$ cat config.mk
export PLATFORM = sky130hd
export DESIGN_NAME = vsk_merge
export DESIGN_NICKNAME = d
export VERILOG_FILES = /design/src/hdl/assert_macros.svh /design/src/hdl/vsk_pkg.sv /design/src/hdl/vsk_merge.sv
export SDC_FILE = /design/constraint.sdc
export NUM_CORES = 1
export LEC_CHECK = 0
export BUFFER_PORTS_ARGS = -buffer_cell sky130_fd_sc_hd__buf_2
export CORE_AREA = 10 10 262 264
export DETAILED_ROUTE_END_ITERATION = 16
export DIE_AREA = 0 0 272 274
export HOLD_SLACK_MARGIN = 0.08
export SLEW_MARGIN = 40
export SYNTH_ARGS = -nofsm -noshare
export SYNTH_HDL_FRONTEND = slang
export SYNTH_SLANG_ARGS = --single-unit
export TNS_END_PERCENT = 30
$ cat constraint.sdc
create_clock -name clk -period 1.15 [get_ports clk]
set_clock_uncertainty 0.2 [all_clocks]
set_input_delay 0.23 -clock clk [delete_from_list [all_inputs] [get_ports clk]]
set_output_delay 0.23 -clock clk [all_outputs]
set_load 0.005 [all_outputs]
$ cat src/hdl/assert_macros.svh
// Assertion macros for the skinning block.
// Needs a clk and an active-low arst_n in the scope of use.
`ifndef ASSERT_MACROS_SVH
`define ASSERT_MACROS_SVH

// Same-cycle implication
`define ASSERT_NOW(label, ante, cons, msg) \
	label: assert property (@(posedge clk) disable iff (!arst_n) (ante) |-> (cons)) \
		else $error(msg);

// Next-cycle implication
`define ASSERT_NEXT(label, ante, cons, msg) \
	label: assert property (@(posedge clk) disable iff (!arst_n) (ante) |=> (cons)) \
		else $error(msg);

`endif

$ cat src/hdl/vsk_pkg.sv
// Shared types and constants for the four-bone skinning block.
// No dependencies.
`timescale 1ns / 1ps
package vsk_pkg;
	localparam int unsigned NUM_LANES = 4;
	localparam int unsigned WORDS_PER_BONE = 12;
	localparam int unsigned CW = 49;	// slot contribution width
	localparam logic REQ_LOAD = 1'b0;
	localparam logic REQ_VERTEX = 1'b1;
	localparam logic signed [63:0] ROW_MAX = 64'sh0000_7FFF_FFFF_FFFF;
	localparam logic signed [63:0] ROW_MIN = 64'shFFFF_8000_0000_0000;
	localparam logic signed [63:0] OUT_MAX = 64'sh0000_0000_7FFF_FFFF;
	localparam logic signed [63:0] OUT_MIN = 64'shFFFF_FFFF_8000_0000;

	typedef logic [2:0][31:0] vec3_t;

	// what one lane hands to the merge stage
	typedef struct packed {
		logic [2:0][CW-1:0] contrib;
		logic               sat;
	} lane_res_t;
endpackage

$ cat src/hdl/vsk_merge.sv
// Merge stage: sums the lane contributions, final clip, output register.
// Depends on vsk_pkg.
`timescale 1ns / 1ps
module vsk_merge (
	input  logic               clk,
	input  logic               arst_n,
	input  logic               en,
	input  logic               valid_s4,
	input  vsk_pkg::lane_res_t lane_res [vsk_pkg::NUM_LANES],
	output logic               valid_q,
	output vsk_pkg::vec3_t     data_q,
	output logic               sat_q
);
	vsk_pkg::vec3_t data_d;
	logic sat_d;

	// sum four slots per row and clip to 32 bits
	always_comb begin
		logic signed [63:0] acc;
		sat_d = 1'b0;
		for (int l = 0; l < vsk_pkg::NUM_LANES; l++)
			sat_d = sat_d | lane_res[l].sat;
		for (int r = 0; r < 3; r++) begin
			acc = '0;
			for (int l = 0; l < vsk_pkg::NUM_LANES; l++)
				acc = acc + $signed({{(64 - vsk_pkg::CW){lane_res[l].contrib[r][vsk_pkg::CW-1]}},
					lane_res[l].contrib[r]});
			if (acc > vsk_pkg::OUT_MAX) begin
				data_d[r] = vsk_pkg::OUT_MAX[31:0];
				sat_d = 1'b1;
			end else if (acc < vsk_pkg::OUT_MIN) begin
				data_d[r] = vsk_pkg::OUT_MIN[31:0];
				sat_d = 1'b1;
			end else begin
				data_d[r] = acc[31:0];
			end
		end
	end

	always_ff @(posedge clk) begin
		if (en) begin
			data_q <= data_d;
			sat_q <= sat_d;
		end
	end

	always_ff @(posedge clk or negedge arst_n) begin
		if (!arst_n)
			valid_q <= 1'b0;
		else if (en)
			valid_q <= valid_s4;
	end
endmodule

### Word level (Yosys, flattened, before mapping)

Cells that the tools add are included.

* register bits: 98
* output and inout bits: 98
* word-level logic and storage cells: 27

* add/subtract/negate cells: 9
* magnitude comparators: 6
* mux-type cells: 3
* bitwise logic cells: 3
* reduce and logical (&&, ||, !) cells: 1

Operators by type and width (count)
* adder 51 x 49 -> 52 bit: 3
* > comparator 52 x 32 -> 1 bit, second input constant: 3
* less-than comparator 52 x 32 -> 1 bit, second input constant: 3
* adder 50 x 49 -> 51 bit: 3
* adder 49 x 49 -> 50 bit: 3
* two-way mux 32 bit: 3
* OR reduction 6 bit: 1
* bitwise OR 1 bit: 3

### Logic depth before layout (Yosys ltp)

* depth after elaboration: 5
* gate-level depth with buffers: 21
* mapped depth without buffers: 19

### Least setup slack after synthesis

OpenSTA, ideal clock, no wires.

* path kind: input port to flip-flop
* start point: input lane_res[2] (netlist bit)
* end point: register data_q[11] (netlist bit) (data pin)
* setup time: 278 ps
* data arrival time: 4652 ps
* path slack: -3980 ps
* stages: 20
* cell sequence: inv_1 fa_1 fa_1 inv_1 ha_1 inv_1 fa_1 nand2b_1 a21oi_1 o311ai_1 a2111oi_4 o2111ai_1 a31oi_1 and2_2 mux2i_1 nand2_1 or4_4 nand2b_2 buf_6 o211ai_2

* cells in the longest elaborated chain, start to end: 3

Ends and longest elaborated chain
* start, declared: line vsk_merge.sv:9 `input vsk_pkg::lane_res_t lane_res [vsk_pkg::NUM_LANES],`
* adder 51 x 49 -> 52 bit *: line vsk_merge.sv:26 `acc = acc + $signed({{(64 - vsk_pkg::CW){lane_res[l].contrib[r][vsk_pkg::CW-1]}},`
* less-than comparator 52 x 32 -> 1 bit: line vsk_merge.sv:31 `end else if (acc < vsk_pkg::OUT_MIN) begin`
* two-way mux 32 bit: line vsk_merge.sv:31
* end signal, assigned: line vsk_merge.sv:42 `data_q <= data_d;`
* end, declared: line vsk_merge.sv:11 `output vsk_pkg::vec3_t data_q,`

Mark *: on every way between the ends. The rest lies on a longest branch, timed or not.
A chain may end at the register's enable or synchronous reset.

### Worst setup path after layout

* start point: input lane_res[366] (netlist bit)
* end point: register sat_q (data pin)

* cells in the longest elaborated chain, start to end: 5

Ends and longest elaborated chain
* adder 49 x 49 -> 50 bit *: line vsk_merge.sv:26
* adder 50 x 49 -> 51 bit *: line vsk_merge.sv:26
* adder 51 x 49 -> 52 bit *: line vsk_merge.sv:26
* > comparator 52 x 32 -> 1 bit or less-than comparator 52 x 32 -> 1 bit (tied branches): line vsk_merge.sv:28, vsk_merge.sv:31
* OR reduction 6 bit (no source line) *
* end signal, assigned: line vsk_merge.sv:43 `sat_q <= sat_d;`
* end, declared: line vsk_merge.sv:12 `output logic sat_q`

Marked as above.

==> reports/qor.log <==
[routing] WL/cell 17.3 um
[critical_path] required time at the endpoint of the critical path 1070 ps
[logic_synthesis] Post-Synthesis Cells 2673
[cts] clk buf depth 2
[cts] TritonCTS clock tree yes
[place] Post-Place Cells 4761
[floorplanning] Die Width 272 um
[cts] CTS clk-pin slew, worst paths 80 ps
[timing] setup repair after global routing missed its margin true
[power] Comb pwr share 0.842
[min_path] type of the worst min-delay path in -> reg
[routing] uppermost layer routed met5
[timing] Setup Viol. Count Final 195
[critical_path] worst-case reg-to-reg path depth 1
[floorplanning] die height 274 um
[grt] initial antenna violation count 4
[finish] final layout net count 5014
[timing] number of hold violations in the final report 0
[routing] first drt pass iteration count 5
[timing] Final Worst Setup Slack -3800 ps
[routing] total met2 wirelength after detailed routing 43.1 mm
[routing] antenna viol nets, final 0
[timing] worst slew slack as a fraction of its limit 0.587
[critical_path] critical path capture point type register
[routing] number of vias after detailed routing 22759
[timing] fin crit period 4950 ps
[timing] worst hold margin 39.9 ps
[finish] Fillers 6176
[power] fraction of power consumed by the clock network 0.053
[critical_path] launching instance or port of the critical path lane_res[366]
[power] Peak VDD IR 0.000869 V
[place] sum of net half-perimeters after detailed placement 74.1 mm
[place] count of buffers from port buffering 693
[cts] number of clock sinks 98
[status] result of the run finished, violations left
[place] worst slack after detailed placement -4570 ps
[critical_path] Reg2Reg Launch Point valid_q$_DFFE_PN0P_
[power] Internal Pwr Total 36.4 mW
[timing] Final TNS setup -371700 ps
[grt] global-route wire length before repair 128 mm
[power] power density normalized to cell area 2020 nW/um^2
[finish] diodes inserted 0
[critical_path] signal arrival time at the worst endpoint 4870 ps
[finish] share of cells above drive strength 1 0.412
[power] fraction of power consumed by sequential logic 0.105
[place] final weighted congestion in routability-driven placement 0.952
[routing] WL met1 33.8 mm
[floorplanning] area of the placeable core 63600 um^2
[grt] All-Layer GR Usage 0.216
[timing] post-route clock period utilization 4.31
[critical_path] R2R setup slack 180 ps
[routing] Avg Vias per Cell 4.71
[cts] clock root buffer sky130_fd_sc_hd__clkbuf_16
[routing] total length of routed wires 83.5 mm
[timing] Worst Tran Pin Value 614 ps
[logic_synthesis] Post-synth top flop sky130_fd_sc_hd__edfxtp_1
[logic_synthesis] sequential share of the synthesized area 0.132
[logic_synthesis] number of nets in the synthesized netlist 3719
[cts] CTS H-tree lvls 3
[cts] Post-CTS Hold Buffers 3
[cts] CTS buffer count 9
[routing] met3 WL post-DR 4.36 mm
[routing] detailed router's first-iteration violation count 846
[job] number of violations of the max-capacitance limit 0
[floorplanning] number of top-level design ports 694
[finish] number of cells in the finished layout apart from fillers 4828
[logic_synthesis] Synth Warn # 0
[logic_synthesis] share of flip-flops with an asynchronous set or reset 0.0102
[logic_synthesis] number of synthesized register bits 98
[critical_path] startpoint type of the worst setup path input pin
[timing] Slew Limit Fails 0
[critical_path] kind of critical path in -> reg
[finish] area added between synthesis and finish 49.2%
[logic_synthesis] number of different library cells in the post-synthesis netlist 101
[logic_synthesis] Netlist Area Pre-Place 22300 um^2
[critical_path] reg-to-reg endpoint valid_q$_DFFE_PN0P_
[power] static power due to leakage 17.7 nW
[grt] via count of the first global-routing pass 24382
[timing] max frequency 202 MHz
[power] Switch Pwr 30.8 mW
[status] failing checks negative setup slack
[cts] insertion delay of the later-clocked pin in the worst-skew pair 390 ps
[floorplanning] Die Footprint 74500 um^2
[floorplanning] starting utilization of the core area 0.351
[routing] DRC errors left 0
[power] switching power as a share of total power 0.458
[grt] sum of overflow across all layers after global routing 0
[logic_synthesis] number of enable flip-flop cells after synthesis 97
[grt] largest net degree at the start of global routing 46
[critical_path] critical path fanouts, max 3
[logic_synthesis] average instance area after synthesis 8.35 um^2
[critical_path] last element of the critical path sat_q$_SDFFCE_PP1P_
[floorplanning] Rows 93
[min_path] source of the worst hold timing path en
[critical path: stages]
cell,delay [ps]
sky130_fd_sc_hd__buf_8,70
sky130_fd_sc_hd__inv_4,30
sky130_fd_sc_hd__fa_1,510
sky130_fd_sc_hd__fa_1,550
sky130_fd_sc_hd__inv_2,50
sky130_fd_sc_hd__ha_4,280
sky130_fd_sc_hd__buf_6,90
sky130_fd_sc_hd__nand4_1,110
sky130_fd_sc_hd__or3_4,390
sky130_fd_sc_hd__or2_4,270
sky130_fd_sc_hd__o41ai_4,340
sky130_fd_sc_hd__buf_4,190
sky130_fd_sc_hd__mux2i_4,250
sky130_fd_sc_hd__nand3_2,100
sky130_fd_sc_hd__or4_4,500
sky130_fd_sc_hd__nor4_4,290
sky130_fd_sc_hd__nand4b_1,200
sky130_fd_sc_hd__mux2i_4,290
sky130_fd_sc_hd__nand4_1,120
[cell type report]
cell class / instances / area [um^2] / share of cell area
Multi-Input combinational cell: 1760 / 17300 / 0.518
Timing Repair Buffer: 1364 / 8940 / 0.268
Sequential cell: 98 / 2940 / 0.0882
Inverter: 735 / 2780 / 0.0833
Tap cell: 855 / 1070 / 0.0321
Clock buffer: 9 / 225 / 0.00676
Clock inverter: 7 / 106 / 0.00319
[per-layer routing]
metal  vias up  global-route usage
met2       585               0.396
met3       101              0.0372
met4         6              0.0636
li1      11271                   -
met1     10796               0.255
met5         -                   0
[sequential cells by signal, summed over array words and instances, names as in the netlist]
name and cells:
data_q 96, sat_q 1, valid_q 1
[repair_timing]
action / 4_1_cts / 5_1_grt
setup buffers: 28 / 20
setup endpoints to repair: 195 / 195
hold endpoints to repair: 14 / 4
gates cloned: 4 / 0
pin swaps: 81 / 61
resized for setup: 129 / 121
[cell usage after synthesis (6+ instances only)]
cell / number / area, um^2
sky130_fd_sc_hd__o211a_1: 9 / 90.1
sky130_fd_sc_hd__buf_6: 10 / 113
sky130_fd_sc_hd__nor3_1: 41 / 205
sky130_fd_sc_hd__or3_1: 12 / 75.1
sky130_fd_sc_hd__mux2i_1: 10 / 100
sky130_fd_sc_hd__o21ai_2: 26 / 228
sky130_fd_sc_hd__xor2_1: 55 / 482
sky130_fd_sc_hd__and3_1: 15 / 93.8
sky130_fd_sc_hd__ha_1: 153 / 1910
sky130_fd_sc_hd__o211ai_1: 11 / 82.6
sky130_fd_sc_hd__o21bai_1: 22 / 165
sky130_fd_sc_hd__clkbuf_1: 49 / 184
sky130_fd_sc_hd__and2_1: 18 / 113
sky130_fd_sc_hd__a21o_1: 72 / 541
sky130_fd_sc_hd__o21a_1: 37 / 278
sky130_fd_sc_hd__a211o_1: 9 / 78.8
sky130_fd_sc_hd__nand3_1: 31 / 155
sky130_fd_sc_hd__o21ai_1: 31 / 155
sky130_fd_sc_hd__a21oi_2: 17 / 149
sky130_fd_sc_hd__nor4_1: 11 / 68.8
sky130_fd_sc_hd__xnor2_1: 73 / 639
sky130_fd_sc_hd__edfxtp_1: 97 / 2910
sky130_fd_sc_hd__nand4_1: 54 / 338
sky130_fd_sc_hd__inv_1: 735 / 2760
sky130_fd_sc_hd__fa_1: 297 / 5950
sky130_fd_sc_hd__a41oi_1: 7 / 61.3
sky130_fd_sc_hd__nor3b_1: 7 / 52.6
sky130_fd_sc_hd__a21oi_1: 177 / 886
sky130_fd_sc_hd__o31ai_1: 10 / 75.1
sky130_fd_sc_hd__nand2_1: 143 / 537
sky130_fd_sc_hd__buf_2: 13 / 65.1
sky130_fd_sc_hd__nor2_1: 107 / 402
sky130_fd_sc_hd__a31oi_1: 24 / 150
sky130_fd_sc_hd__o21ai_0: 92 / 460
sky130_fd_sc_hd__nand2b_1: 27 / 169
sky130_fd_sc_hd__a21boi_0: 6 / 45.0
sky130_fd_sc_hd__nor2b_1: 15 / 93.8
sky130_fd_sc_hd__a211oi_1: 25 / 188
[stage by stage]
stage	utilization	total power [mW]	cell area, um^2
2_1_floorplan	-	34.5	22400
3_3_place_gp	0.492	57.9	31300
3_5_place_dp	0.492	58.2	31300
4_1_cts	0.513	65.0	32600
5_1_grt	0.523	72.7	33300
6_report	0.523	67.2	33300
[how the worst min path moves through the flow]
| stage | end | slack, ps | cells after the start |
|---|---|---|---|
| finish | data_q[26]$_SDFFCE_PN1P_ | 40 | 2 |
| detailed placement | valid_q$_DFFE_PN0P_ | -190 | 1 |
| global placement | valid_q$_DFFE_PN0P_ | -200 | 1 |
| global route | data_q[26]$_SDFFCE_PN1P_ | 30 | 2 |
| CTS | data_q[8]$_SDFFCE_PN1P_ | 30 | 2 |
| floorplan | valid_q$_DFFE_PN0P_ | -270 | 0 |
[power by group through the flow]
stage | Sequential, mW | Combinational, mW | Clock (mW)
floorplan | 7.11 | 27.4 | 0
global placement | 7.10 | 50.8 | 0
detailed placement | 7.10 | 51.1 | 0
CTS | 7.05 | 54.3 | 3.65
global route | 7.15 | 61.8 | 3.76
finish | 7.05 | 56.5 | 3.59
[kinds of logic (layout without fill, tap and decap cells)]
| group | Yosys count | in the layout | synth area share |
|---|---|---|---|
| buffers and inverters | 815 | 2115 | 0.143 |
| AO/OA/AOI/OAI | 644 | 644 | 0.195 |
| AND/OR/NAND/NOR | 526 | 526 | 0.122 |
| adder cells (fa/ha/maj) | 450 | 450 | 0.352 |
| XOR/XNOR | 128 | 128 | 0.0502 |
| flip-flops | 98 | 98 | 0.132 |
| multiplexers | 12 | 12 | 0.00560 |
[placed cells by master (no fill, tap or decap), types with 72 or more instances in the layout]
master,instances
sky130_fd_sc_hd__inv_1,712
sky130_fd_sc_hd__xnor2_1,72
sky130_fd_sc_hd__nand2_1,139
sky130_fd_sc_hd__a21oi_1,153
sky130_fd_sc_hd__o21ai_0,82
sky130_fd_sc_hd__edfxtp_1,97
sky130_fd_sc_hd__nor2_1,99
sky130_fd_sc_hd__fa_1,283
sky130_fd_sc_hd__ha_1,138
sky130_fd_sc_hd__buf_4,633
sky130_fd_sc_hd__buf_2,680
Power figures use the tool's default switching activity.
